<file path="config.mk">
export PLATFORM = sky130hd
export DESIGN_NAME = dlc_history_prefetch_predictor_top_flat
export DESIGN_NICKNAME = d
export VERILOG_FILES = /design/src/dhp_pkg.sv /design/src/dhp_if.sv /design/src/dhp_ram.sv /design/src/dhp_hist.sv /design/src/dlc_history_prefetch_predictor_top.sv /design/src/flat_wrapper.sv
export VERILOG_INCLUDE_DIRS = /design/src /design/src/src
export SDC_FILE = /design/constraint.sdc
export NUM_CORES = 1
export LEC_CHECK = 0
export BUFFER_PORTS_ARGS = -buffer_cell sky130_fd_sc_hd__clkbuf_2
export CAP_MARGIN = 15
export CORE_MARGIN = 3
export CORE_UTILIZATION = 32
export CTS_CLUSTER_DIAMETER = 30
export DETAILED_ROUTE_END_ITERATION = 7
export GPL_ROUTABILITY_DRIVEN = 0
export PLACE_DENSITY = 0.57
export REMOVE_ABC_BUFFERS = 1
export SYNTH_ARGS = -nofsm -noshare
export SYNTH_HDL_FRONTEND = slang
export SYNTH_SLANG_ARGS = --single-unit
</file>
<file path="constraint.sdc">
create_clock -name clk -period 4.35 [get_ports clk]
set_input_delay 0.87 -clock clk [delete_from_list [all_inputs] [get_ports clk]]
set_output_delay 0.87 -clock clk [all_outputs]
set_load 0.01 [all_outputs]
</file>
<file path="src/assert_macros.svh">
// Assertion macros for the RTL modules; the top level uses them.
`ifndef ASSERT_MACROS_SVH
`define ASSERT_MACROS_SVH

// Condition must hold on every rising clock edge outside reset.
`define ASSERT_ALWAYS(lbl, cond, msg) \
    lbl: assert property (@(posedge clk) disable iff (!rst_n) (cond)) else $error(msg);

// Same-cycle implication.
`define ASSERT_IMPLIES(lbl, ante, cons, msg) \
    lbl: assert property (@(posedge clk) disable iff (!rst_n) (ante) |-> (cons)) \
        else $error(msg);

// Next-cycle implication.
`define ASSERT_NEXT(lbl, ante, cons, msg) \
    lbl: assert property (@(posedge clk) disable iff (!rst_n) (ante) |=> (cons)) \
        else $error(msg);

`endif

</file>
<file path="src/dhp_pkg.sv">
// Shared types, constants and tables of the DLC history prefetch predictor.
package dhp_pkg;

    localparam int DEFAULT_DEPTH = 16;

    localparam int DLC_W      = 4;
    localparam int LEN_W      = 7;
    localparam int CFG_IDX_W  = 2;
    localparam int CFG_DATA_W = 8;
    localparam int NUM_BINS   = 16;

    localparam logic [DLC_W-1:0]      TOP_FD      = 4'd15;
    localparam logic [DLC_W-1:0]      TOP_CLASSIC = 4'd8;
    localparam logic [DLC_W-1:0]      DLC_EMPTY   = 4'd8;
    localparam logic [LEN_W-1:0]      CAP_FD      = 7'd64;
    localparam logic [LEN_W-1:0]      CAP_CLASSIC = 7'd8;
    localparam logic [CFG_DATA_W-1:0] OVR_RESET   = 8'd8;

    // DLC to payload byte count
    localparam logic [LEN_W-1:0] DLC_TO_LEN [NUM_BINS] = '{
        7'd0, 7'd1, 7'd2, 7'd3, 7'd4, 7'd5, 7'd6, 7'd7,
        7'd8, 7'd12, 7'd16, 7'd20, 7'd24, 7'd32, 7'd48, 7'd64
    };

    typedef enum logic [CFG_IDX_W-1:0] {
        REG_FD_MODE   = 2'd0,
        REG_OVR_EN    = 2'd1,
        REG_OVR_BYTES = 2'd2
    } cfg_idx_t;

    typedef enum logic [1:0] {
        HOP_NONE,
        HOP_INC,
        HOP_DEC,
        HOP_CMP
    } hist_op_t;

    typedef struct packed {
        hist_op_t         op;
        logic [DLC_W-1:0] bin;
        logic             restart;
    } hist_ctl_t;

endpackage

</file>
<file path="src/dhp_if.sv">
// Request channel interfaces for frame DLCs and predictions.
interface dhp_in_if;
    import dhp_pkg::*;
    logic             valid;
    logic             ready;
    logic [DLC_W-1:0] frame_dlc;

    modport source (output valid, output frame_dlc, input ready);
    modport sink   (input valid, input frame_dlc, output ready);
endinterface

interface dhp_out_if;
    import dhp_pkg::*;
    logic             valid;
    logic             ready;
    logic [LEN_W-1:0] predicted_len;
    logic [DLC_W-1:0] predicted_dlc;

    modport source (output valid, output predicted_len, output predicted_dlc, input ready);
    modport sink   (input valid, input predicted_len, input predicted_dlc, output ready);
endinterface

</file>
<file path="src/dhp_ram.sv">
// Generic single-write, single-read RAM with registered read data.
module dhp_ram #(
    parameter int WIDTH = 4,
    parameter int DEPTH = 16,
    parameter int AW    = (DEPTH > 1) ? $clog2(DEPTH) : 1
) (
    input  logic             clk,
    input  logic             we,
    input  logic [AW-1:0]    waddr,
    input  logic [WIDTH-1:0] wdata,
    input  logic             re,
    input  logic [AW-1:0]    raddr,
    output logic [WIDTH-1:0] rdata
);

    logic [WIDTH-1:0] mem_reg [DEPTH];

    always_ff @(posedge clk)
    begin
        if (we)
        begin
            mem_reg[waddr] <= wdata;
        end
        if (re)
        begin
            rdata <= mem_reg[raddr];
        end
    end

endmodule

</file>
<file path="src/dhp_hist.sv">
// Histogram bins with one shared add/subtract and compare unit.
module dhp_hist
    import dhp_pkg::*;
#(
    parameter int HISTORY_DEPTH = DEFAULT_DEPTH,
    parameter int CNT_W         = $clog2(HISTORY_DEPTH + 1)
) (
    input  logic             clk,
    input  logic             rst_n,
    input  hist_ctl_t        ctl,
    output logic [DLC_W-1:0] best_dlc
);

    logic [CNT_W-1:0] bins_reg [NUM_BINS];
    logic [CNT_W-1:0] best_cnt_reg;
    logic [DLC_W-1:0] best_dlc_reg;

    logic [CNT_W-1:0] cur;
    logic [CNT_W-1:0] sum;
    logic             greater;

    // one operand per cycle: the addressed bin
    always_comb
    begin
        cur     = bins_reg[ctl.bin];
        sum     = (ctl.op == HOP_INC) ? cur + CNT_W'(1) : cur - CNT_W'(1);
        greater = cur > best_cnt_reg;
    end

    // ring starts all zero, so every entry counts in bin 0
    always_ff @(posedge clk or negedge rst_n)
    begin
        if (!rst_n)
        begin
            for (int i = 0; i < NUM_BINS; i++)
            begin
                bins_reg[i] <= (i == 0) ? CNT_W'(HISTORY_DEPTH) : '0;
            end
            best_cnt_reg <= '0;
            best_dlc_reg <= DLC_EMPTY;
        end
        else
        begin
            case (ctl.op) inside
                HOP_INC, HOP_DEC:
                begin
                    bins_reg[ctl.bin] <= sum;
                end
                HOP_CMP:
                begin
                    // strict compare, walked downwards: highest code wins a tie
                    if (greater)
                    begin
                        best_cnt_reg <= cur;
                        best_dlc_reg <= ctl.bin;
                    end
                end
                default:
                begin
                end
            endcase
            if (ctl.restart)
            begin
                best_cnt_reg <= '0;
                best_dlc_reg <= DLC_EMPTY;
            end
        end
    end

    assign best_dlc = best_dlc_reg;

endmodule

</file>
<file path="src/dlc_history_prefetch_predictor_top.sv">
// Top level of the DLC history prefetch predictor: sequencer, config and output register.
// A request steps through ST_DEC, ST_INC, a bin walk in ST_SEARCH down from the top code
// (15 in FD mode, 8 in classic) to 0, and ST_DONE, which loads the output register once it
// is free. Requests are accepted only in ST_IDLE, after the last one has left ST_DONE;
// a finished result waits in the output register while the next request is accepted.
// Reset (rst_n, async, active low): ring reads as all zero, write slot 0, fd_mode 0,
// override off, override bytes 8. No clearing pass is needed.
`include "assert_macros.svh"

module dlc_history_prefetch_predictor_top
    import dhp_pkg::*;
#(
    parameter int HISTORY_DEPTH = DEFAULT_DEPTH
) (
    input  logic                  clk,
    input  logic                  rst_n,
    dhp_in_if.sink                in_ch,
    dhp_out_if.source             out_ch,
    input  logic                  cfg_we,
    input  logic [CFG_IDX_W-1:0]  cfg_index,
    input  logic [CFG_DATA_W-1:0] cfg_wdata
);

    localparam int PTR_W = (HISTORY_DEPTH > 1) ? $clog2(HISTORY_DEPTH) : 1;

    typedef enum logic [2:0] {
        ST_IDLE,
        ST_DEC,
        ST_INC,
        ST_SEARCH,
        ST_DONE
    } state_t;

    state_t               state_reg;
    logic [PTR_W-1:0]     pos_reg;
    logic                 wrapped_reg;
    logic [DLC_W-1:0]     dlc_reg;
    logic [DLC_W-1:0]     idx_reg;

    logic                 fd_mode_reg;
    logic                 ovr_en_reg;
    logic [CFG_DATA_W-1:0] ovr_bytes_reg;

    logic                 out_valid_reg;
    logic [LEN_W-1:0]     out_len_reg;
    logic [DLC_W-1:0]     out_dlc_reg;

    logic                 accept;
    logic                 out_free;
    logic [DLC_W-1:0]     ram_rdata;
    logic [DLC_W-1:0]     old_dlc;
    logic [DLC_W-1:0]     best_dlc;
    logic [DLC_W-1:0]     top_dlc;
    logic [LEN_W-1:0]     cap;
    logic [LEN_W-1:0]     len_next;
    logic [DLC_W-1:0]     dlc_next;
    hist_ctl_t            hist_ctl;

    assign accept      = in_ch.valid && in_ch.ready;
    assign in_ch.ready = (state_reg == ST_IDLE);
    assign out_free    = !out_valid_reg || out_ch.ready;

    // Slots ahead of the write pointer are unwritten until the first lap ends;
    // they hold the reset value zero.
    assign old_dlc = wrapped_reg ? ram_rdata : '0;

    assign top_dlc = fd_mode_reg ? TOP_FD : TOP_CLASSIC;
    assign cap     = fd_mode_reg ? CAP_FD : CAP_CLASSIC;

    // final answer: override clamp, or table lookup of the winning code
    always_comb
    begin
        if (ovr_en_reg)
        begin
            len_next = (ovr_bytes_reg < {1'b0, cap}) ? ovr_bytes_reg[LEN_W-1:0] : cap;
            dlc_next = DLC_EMPTY;
        end
        else
        begin
            len_next = DLC_TO_LEN[best_dlc];
            dlc_next = best_dlc;
        end
    end

    // histogram control: drop the evicted code, add the new one, then walk bins down
    always_comb
    begin
        hist_ctl.op      = HOP_NONE;
        hist_ctl.bin     = idx_reg;
        hist_ctl.restart = 1'b0;
        unique case (state_reg)
            ST_DEC:
            begin
                hist_ctl.op  = HOP_DEC;
                hist_ctl.bin = old_dlc;
            end
            ST_INC:
            begin
                hist_ctl.op      = HOP_INC;
                hist_ctl.bin     = dlc_reg;
                hist_ctl.restart = 1'b1;
            end
            ST_SEARCH:
            begin
                hist_ctl.op  = HOP_CMP;
                hist_ctl.bin = idx_reg;
            end
            default:
            begin
            end
        endcase
    end

    dhp_ram #(
        .WIDTH (DLC_W),
        .DEPTH (HISTORY_DEPTH),
        .AW    (PTR_W)
    ) u_ring (
        .clk   (clk),
        .we    (state_reg == ST_DEC),
        .waddr (pos_reg),
        .wdata (dlc_reg),
        .re    (accept),
        .raddr (pos_reg),
        .rdata (ram_rdata)
    );

    dhp_hist #(
        .HISTORY_DEPTH (HISTORY_DEPTH)
    ) u_hist (
        .clk      (clk),
        .rst_n    (rst_n),
        .ctl      (hist_ctl),
        .best_dlc (best_dlc)
    );

    always_ff @(posedge clk or negedge rst_n)
    begin
        if (!rst_n)
        begin
            state_reg     <= ST_IDLE;
            pos_reg       <= '0;
            wrapped_reg   <= 1'b0;
            dlc_reg       <= '0;
            idx_reg       <= '0;
            fd_mode_reg   <= 1'b0;
            ovr_en_reg    <= 1'b0;
            ovr_bytes_reg <= OVR_RESET;
            out_valid_reg <= 1'b0;
            out_len_reg   <= '0;
            out_dlc_reg   <= '0;
        end
        else
        begin
            if (cfg_we)
            begin
                unique case (cfg_index)
                    REG_FD_MODE:   fd_mode_reg   <= cfg_wdata[0];
                    REG_OVR_EN:    ovr_en_reg    <= cfg_wdata[0];
                    REG_OVR_BYTES: ovr_bytes_reg <= cfg_wdata;
                    default:
                    begin
                    end
                endcase
            end

            // in ST_DONE a taken result is replaced below instead
            if (out_valid_reg && out_ch.ready && (state_reg != ST_DONE))
            begin
                out_valid_reg <= 1'b0;
            end

            unique case (state_reg)
                ST_IDLE:
                begin
                    if (accept)
                    begin
                        dlc_reg   <= in_ch.frame_dlc;
                        state_reg <= ST_DEC;
                    end
                end
                ST_DEC:
                begin
                    // ring write happens this cycle; advance the slot
                    if (pos_reg == PTR_W'(HISTORY_DEPTH - 1))
                    begin
                        pos_reg     <= '0;
                        wrapped_reg <= 1'b1;
                    end
                    else
                    begin
                        pos_reg <= pos_reg + PTR_W'(1);
                    end
                    state_reg <= ST_INC;
                end
                ST_INC:
                begin
                    idx_reg   <= top_dlc;
                    state_reg <= ST_SEARCH;
                end
                ST_SEARCH:
                begin
                    if (idx_reg == '0)
                    begin
                        state_reg <= ST_DONE;
                    end
                    else
                    begin
                        idx_reg <= idx_reg - DLC_W'(1);
                    end
                end
                ST_DONE:
                begin
                    if (out_free)
                    begin
                        out_valid_reg <= 1'b1;
                        out_len_reg   <= len_next;
                        out_dlc_reg   <= dlc_next;
                        state_reg     <= ST_IDLE;
                    end
                end
                default:
                begin
                    state_reg <= ST_IDLE;
                end
            endcase
        end
    end

    assign out_ch.valid         = out_valid_reg;
    assign out_ch.predicted_len = out_len_reg;
    assign out_ch.predicted_dlc = out_dlc_reg;

    `ASSERT_NEXT(a_accept_starts_update, accept, state_reg == ST_DEC, "request did not start update")
    `ASSERT_IMPLIES(a_len_capped, out_ch.valid, out_ch.predicted_len <= CAP_FD, "length above 64")
    `ASSERT_IMPLIES(a_override_dlc, out_ch.valid && ovr_en_reg, out_ch.predicted_dlc == DLC_EMPTY, "override code not 8")
    `ASSERT_IMPLIES(a_classic_range, out_ch.valid && !fd_mode_reg, out_ch.predicted_dlc <= TOP_CLASSIC, "classic code above 8")

endmodule
</file>
<file path="src/flat_wrapper.sv">
// flat-port wrapper written by rule: the top's interface ports become plain ports
module dlc_history_prefetch_predictor_top_flat import dhp_pkg::*;
#(
    parameter int HISTORY_DEPTH = DEFAULT_DEPTH
)
  (clk, rst_n, cfg_we, cfg_index, cfg_wdata, in_ch_valid, in_ch_frame_dlc, in_ch_ready, out_ch_valid, out_ch_predicted_len, out_ch_predicted_dlc, out_ch_ready);
  dhp_in_if in_ch_i ();
  dhp_out_if out_ch_i ();
  input  logic clk;
  input  logic rst_n;
  input  logic cfg_we;
  input  logic [CFG_IDX_W-1:0] cfg_index;
  input  logic [CFG_DATA_W-1:0] cfg_wdata;
  input wire logic [$bits(in_ch_i.valid)-1:0] in_ch_valid;
  input wire logic [$bits(in_ch_i.frame_dlc)-1:0] in_ch_frame_dlc;
  output wire logic [$bits(in_ch_i.ready)-1:0] in_ch_ready;
  output wire logic [$bits(out_ch_i.valid)-1:0] out_ch_valid;
  output wire logic [$bits(out_ch_i.predicted_len)-1:0] out_ch_predicted_len;
  output wire logic [$bits(out_ch_i.predicted_dlc)-1:0] out_ch_predicted_dlc;
  input wire logic [$bits(out_ch_i.ready)-1:0] out_ch_ready;
  assign in_ch_i.valid = in_ch_valid;
  assign in_ch_i.frame_dlc = in_ch_frame_dlc;
  assign in_ch_ready = in_ch_i.ready;
  assign out_ch_valid = out_ch_i.valid;
  assign out_ch_predicted_len = out_ch_i.predicted_len;
  assign out_ch_predicted_dlc = out_ch_i.predicted_dlc;
  assign out_ch_i.ready = out_ch_ready;
  dlc_history_prefetch_predictor_top #(.HISTORY_DEPTH(HISTORY_DEPTH)) u_core (.clk(clk), .rst_n(rst_n), .in_ch(in_ch_i), .out_ch(out_ch_i), .cfg_we(cfg_we), .cfg_index(cfg_index), .cfg_wdata(cfg_wdata));
endmodule
</file>
======== Word level (Yosys, flattened, before mapping) ========
Memories as Yosys holds them, arrays and structs flattened. A register that Yosys moved wholly into a read port is not among the register bits.
Index checks and enable logic that the tools add are counted.
Widths: inputs -> output; s select.
storage, ports and cells
  memory bits (read-only) ................. 112
  output and inout bits ................... 13
  word-level logic and storage cells ...... 117
  register bits ........................... 127
  memories kept ........................... 2
  memory bits (writable) .................. 64
  bits of input ports ..................... 19
operators by class
  multiplexer cells ....................... 37
  equal/unequal tests ..................... 16
  reductions and logical operators ........ 22
  $add $sub $neg .......................... 4
  magnitude comparators ................... 5
  bitwise gates (word level) .............. 2
memory list
  memory                 words  bits a word  read ports  clocked after memory_dff  write ports  line                                      text
  (no name shown)        16     7            1           0                         0            dlc_history_prefetch_predictor_top.sv:80  len_next = DLC_TO_LEN[best_dlc];
  u_core.u_ring.mem_reg  16     4            1           1                         1            dhp_ram.sv:16                             logic [WIDTH-1:0] mem_reg [DEPTH];
operator list
  kind                 count
  $bwmux 80            1
  $mux 5               8
  $mux 7               5
  $mux 4               8
  $bmux 5 s4           1
  $demux 5 s4          1
  $pmux 6 s3           1
  $pmux 3 s5           1
  $reduce_and 2->1     7
  $mux 3               4
  $ge 5x5->1 const B   2
  $not 4->5            2
  $lt 8x7->1           1
  $pmux 4 s2           1
  $eq 2x2->1 const B   3
  $eq 3x2->1 const B   2
  $mux 1               6
  $ne 2x1->1 const B   3
  $reduce_and 3->1     2
  $reduce_bool 2->1    3
  $add 5x1->5 const B  1
  $gt 5x5->1           1
  $lt 5x1->1 const B   1
  $sub 5x1->5 const B  1
  15 further kinds     20

======== Depth between registers and ports, before layout ========
  word-level depth ........................ 11
  depth in mapped cells ................... 21
  depth with buffers taken out ............ 16

======== Modules after synthesis ========
Synthesis repeated with hierarchy kept, for this count alone.
unflattened totals
  cell total of the unflattened synthesis .. 735
  area total of the unflattened synthesis .. 9182.6 sq um
by module, submodules not included
  module                              area each (sq um)  instances  sequential area each (sq um)  cells each
  dhp_hist                            4436.8             1          2229.6                        421
  dhp_ram                             2706.3             1          2042.0                        130
  dlc_history_prefetch_predictor_top  2039.5             1          952.2                         184

======== Worst setup path after synthesis ========
OpenSTA, ideal clock, no wires.
  path type ............................... register to register
  from .................................... register u_core.state_reg[0]
  to ...................................... register u_core.u_hist.best_dlc_reg[2], in the netlist u_core.u_hist.best_dlc[2]
  path buffers ............................ 5
  data required time ...................... 4.271 ns
  arrival ................................. 4.091 ns
  cell stages (with the launch flop) ...... 20
  period minus slack after synthesis ...... 4.170 ns
  library setup time ...................... 0.079 ns
  setup slack ............................. 0.180 ns
  path through ............................ dfrtp_1 -> buf_4 -> buf_4 -> o21bai_1 -> a22oi_1 -> nand2_1 -> clkbuf_1 -> clkbuf_1 -> mux4_2 -> o22ai_1 -> nor2_1 -> ha_1 -> nor2b_1 -> o21a_1 -> o21ai_0 -> nand2b_1 -> a21oi_1 -> a311oi_1 -> clkbuf_1 -> mux2i_1
on the way
  word-level cells in the longest chain between the ends .. 9
  elaborated cells between the ends (all ways) .. 22
  those cells by class .................... order compare (1); eq/ne (7); mux (9); bitwise (1); reduce/logical (4)
RTL lines
  item                                       line                                       text
  start: declaration                         dlc_history_prefetch_predictor_top.sv:34   state_t state_reg;
  start signal: assignment                   dlc_history_prefetch_predictor_top.sv:141  state_reg <= ST_IDLE;
  start signal: assignment                   dlc_history_prefetch_predictor_top.sv:179  state_reg <= ST_DEC;
  start signal: assignment                   dlc_history_prefetch_predictor_top.sv:194  state_reg <= ST_INC;
  $eq 3x2->1 or $eq 3x1->1 (tied branches)   dlc_history_prefetch_predictor_top.sv:91   unique case (state_reg)
  $pmux 6 s3                                 dlc_history_prefetch_predictor_top.sv:91
  $not 4->5 (not written as such)            dhp_hist.sv:25                             cur = bins_reg[ctl.bin];
  $bmux 5 s4                                 dhp_hist.sv:25
  $mux 5 (not written as such) (2 in a row)  dhp_hist.sv:25
  $gt 5x5->1                                 dhp_hist.sv:27                             greater = cur > best_cnt_reg;
  $reduce_bool 2->1 (no line)                n/a
  $reduce_and 3->1 (no line)                 n/a
  end signal: assignment                     dhp_hist.sv:55                             best_dlc_reg <= ctl.bin;
  end: declaration                           dhp_hist.sv:16                             logic [DLC_W-1:0] best_dlc_reg;
Parallel ways exist; a longest one is shown, timed or not. The select of a mux whose other input is x is not followed.
A chain may end at the register's enable or synchronous reset.

======== Worst setup path in the final report ========
  from .................................... register u_core.state_reg[1]
  to ...................................... register u_core.u_hist.bins_reg[59] (netlist bit)
on the way
  word-level cells in the longest chain between the ends .. 9
  elaborated cells between the ends (all ways) .. 20
  those cells by class .................... add/sub (2); order compare (2); eq/ne (5); mux (8); bitwise (1); reduce/logical (2)
RTL lines
  item                                        line                                      text
  $eq 3x2->1 or $eq 3x1->1 (tied branches)    dlc_history_prefetch_predictor_top.sv:91
  $pmux 6 s3 *                                dlc_history_prefetch_predictor_top.sv:91
  $not 4->5 (not written as such)             dhp_hist.sv:25, dhp_hist.sv:47
  $bmux 5 s4                                  dhp_hist.sv:25
  $mux 5 (not written as such) (2 in a row)   dhp_hist.sv:25
  $sub 5x1->5 or $add 5x1->5 (tied branches)  dhp_hist.sv:26                            sum = (ctl.op == HOP_INC) ? cur + CNT_W'(1) : cur - CNT_W'(1);
  $mux 5                                      dhp_hist.sv:26
  $bwmux 80                                   dhp_hist.sv:47                            bins_reg[ctl.bin] <= sum;
  end signal: indexed assignment              dhp_hist.sv:37                            bins_reg[i] <= (i == 0) ? CNT_W'(HISTORY_DEPTH) : '0;
  end signal: indexed assignment              dhp_hist.sv:47
  end: declaration                            dhp_hist.sv:14                            logic [CNT_W-1:0] bins_reg [NUM_BINS];
Mark *: on every way between the ends. The rest lies on a longest branch, timed or not. The select of a mux whose other input is x is not followed.

==> metrics.yaml <==
setup_path:
  type_of_destination_of_the_critical_path: "flip-flop"
  worst-path-max-fanout: 16
  r2r.worst_path.cells: 12
  critical_path_arrival_ns: 4.32
  crit_required_ns: 4.67
  regToRegStartpoint: "u_core.state_reg[1]"
  crit-reg2reg-capture: "u_core.u_hist.bins_reg[59]"
  timing.critical_path.from_type: "flip-flop"
  criticalPathCategory: "flip-flop to flip-flop"
  timing.reg2reg.setup_slack_ns: 0.34
job:
  drv_cap: 0
floorplanning:
  die_y_um: 173
  effective_utilization_at_floorplan_pct: 32.8
  placeableCoreArea_sq_um: 27100
  floorplan.rows: 60
  ioPinCount: 32
  floorplan.die.width_um: 173
  floorplan.die_area_sq_um: 29800
routing:
  route.antenna.remaining_nets: 0
  routed-via-count: 5428
  viasPerCell: 4.95
  wl_per_cell_um: 17.7
  wl_um: 19400
  drt_drc_violations_left: 0
  detailedRoute.firstIterationViolations: 336
  drt-pass1-iter-count: 4
sta:
  report.final.setup_viol: 0
  final_period_minus_worst_setup_slack_ns: 4.01
  timing_max_transition_violations_final: 0
  fmax_ghz: 0.250
  max_slew.worst_pin.slew_ns: 0.897
  skew_final_ns: 0.0155
  rsz_0062_raised_after_global_routing: "false"
  layout_worst_path_cycle_share_pct: 92.1
  relSlewSlack_pct: 40.2
  timing.final.hold_violations: 0
clock_network:
  cts_made_buffers: 17
  clk-insertion-delay-late_ns: 0.44
  tritoncts_sink_count: 195
  cts_root_buffer: "sky130_fd_sc_hd__clkbuf_16"
  cts_tree: "done"
  post_cts_buffers: 0
  cts.path.max_buffers: 2
  cts-htree-levels: 4
  clkSlewWorstSetupHoldPaths_ns: 0.08
finish:
  mostFrequentLayoutCell: "sky130_fd_sc_hd__dfrtp_1"
  area_growth_pct: 13.9
  post_route_cells_drive_above_1_share_pct: 26.4
  fill_cells: 2613
  num_antenna_cells: 0
  finalNetCount: 748
  layout_common_cells: "sky130_fd_sc_hd__dfrtp_1, sky130_fd_sc_hd__edfxtp_1, sky130_fd_sc_hd__nand2_1, sky130_fd_sc_hd__mux2_2, sky130_fd_sc_hd__nor2_1"
  max_ffs_per_register: 80
  final_cells: 1096
logic_synthesis:
  synth.avg_cell_area_sq_um: 13.1
  post_synth_inst_count: 678
  yosys_warnings: 0
  post_synth_instance_area_sq_um: 8890
  sequential_area_share_after_synthesis_pct: 58.8
  synth_top_flop_cell: "sky130_fd_sc_hd__dfrtp_1"
  synth_cell_type_count: 58
  ys_seq_elements: 195
  number_of_flops_mapped_to_enable_cells_by_yosys: 68
  synth_async_sr_flop_share_pct: 65.1
placement:
  dpl.cell_count: 1064
  place_hpwl_um: 13600
  buffer_ports.inserted: 31
grt:
  via_count_of_the_first_global_routing_pass: 5549
  gr-usage-all-layers_pct: 13.5
  grt_antenna_before_repair: 0
  grt_start_max_net_pins: 82
  first_pass_grt_wire_length_um: 32000
  grt_remaining_overflow: 0
min_path:
  holdCritPathClass: "primary input to asynchronous set/reset pin"
status:
  outcome: "finished, final reports clean"
[worst max-delay path by stage]
stage                               endpoint  slack (ns)                start  depth (start not counted)
2_1_floorplan  u_core.u_hist.best_cnt_reg[0]       -0.33  u_core.state_reg[0]                         15
3_3_place_gp      u_core.u_hist.bins_reg[39]        0.26  u_core.state_reg[1]                         12
3_5_place_dp      u_core.u_hist.bins_reg[79]        0.19  u_core.state_reg[1]                         12
4_1_cts           u_core.u_hist.bins_reg[59]        0.17  u_core.state_reg[1]                         12
5_1_grt           u_core.u_hist.bins_reg[44]        0.04  u_core.state_reg[1]                         12
6_report          u_core.u_hist.bins_reg[59]        0.34  u_core.state_reg[1]                         12
[final cells by class]
type                            instances  area [sq um]  share of cell area (%)
Tap cell                              372           465                    4.59
Clock buffer                           17           425                    4.20
Timing Repair Buffer                   49           297                    2.93
Clock inverter                         15           194                    1.91
Multi-Input combinational cell        433          3470                    34.2
Sequential cell                       195          5220                    51.6
Inverter                               15          56.3                   0.556
[logic make-up (layout without fill, tap and decap cells)]
kind of cell	count (synthesis)	count (layout)	share of synthesized area (%)
xor+xnor	7	7	0.774
mux	97	97	16.6
compound gates	126	126	8.75
flops	195	195	58.8
buf+inv	50	96	2.42
fa+ha+maj	18	18	2.62
simple gates	185	185	10.1
[cell usage after synthesis (7+ instances only)]
master                       n  area share, %
sky130_fd_sc_hd__dfrtp_1   124             35
sky130_fd_sc_hd__edfxtp_1   68             23
sky130_fd_sc_hd__nand2_1    63            2.7
sky130_fd_sc_hd__mux2_2     62            7.9
sky130_fd_sc_hd__nor2_1     48            2.0
sky130_fd_sc_hd__o21ai_0    44            2.5
sky130_fd_sc_hd__mux4_2     34            8.6
sky130_fd_sc_hd__a21oi_1    27            1.5
sky130_fd_sc_hd__clkbuf_1   24            1.0
sky130_fd_sc_hd__ha_1       17            2.4
sky130_fd_sc_hd__inv_1      15           0.63
sky130_fd_sc_hd__and3_1     12           0.84
sky130_fd_sc_hd__nand2b_1   12           0.84
sky130_fd_sc_hd__nor3_1     12           0.68
sky130_fd_sc_hd__a211oi_1   10           0.84
sky130_fd_sc_hd__o31ai_1     9           0.76
sky130_fd_sc_hd__buf_2       7           0.39
sky130_fd_sc_hd__o22ai_1     7           0.49
[critical path, stage by stage (launching register included)]
cell and delay (ns):
sky130_fd_sc_hd__dfrtp_1 0.54, sky130_fd_sc_hd__nand4b_1 0.27, sky130_fd_sc_hd__a21o_2 0.32, sky130_fd_sc_hd__nand2_4 0.28
sky130_fd_sc_hd__mux4_2 0.55, sky130_fd_sc_hd__o22ai_1 0.23, sky130_fd_sc_hd__nor2_1 0.14, sky130_fd_sc_hd__fa_1 0.45
sky130_fd_sc_hd__a21o_1 0.17, sky130_fd_sc_hd__a21oi_1 0.17, sky130_fd_sc_hd__xnor2_1 0.24, sky130_fd_sc_hd__xnor2_4 0.21
sky130_fd_sc_hd__mux2_2 0.31
[repair_timing]
item                       4_1_cts  5_1_grt
setup endpoints to repair        0       16
gates resized for setup          0        1
hold buffers                     0        0
[per-layer routing]
| layer | track usage (%) | share of wire (%) | up-vias |
|---|---|---|---|
| met5 | 0 | 0 | - |
| met4 | 3.92 | 1.7 | 0 |
| met3 | 2.31 | 3.0 | 21 |
| met2 | 21.1 | 47 | 85 |
| met1 | 19.3 | 49 | 2745 |
| li1 | - | - | 2577 |
[stage by stage]
step	TNS [ns]	cell area, sq um	hold slack (ns)	util (%)	setup slack [ns]
floorplan	-2.38	8730	0.444	-	-0.331
global placement	0	9500	0.458	35.1	0.263
detailed placement	0	9500	0.466	35.1	0.187
CTS	0	10100	0.485	37.3	0.166
global route	0	10100	0.518	37.4	0.0379
finish	0	10100	0.480	37.4	0.344
Power is left out: the tool's default activity adds up to more than one toggle a clock period on the data nets, which glitch-free logic cannot reach.
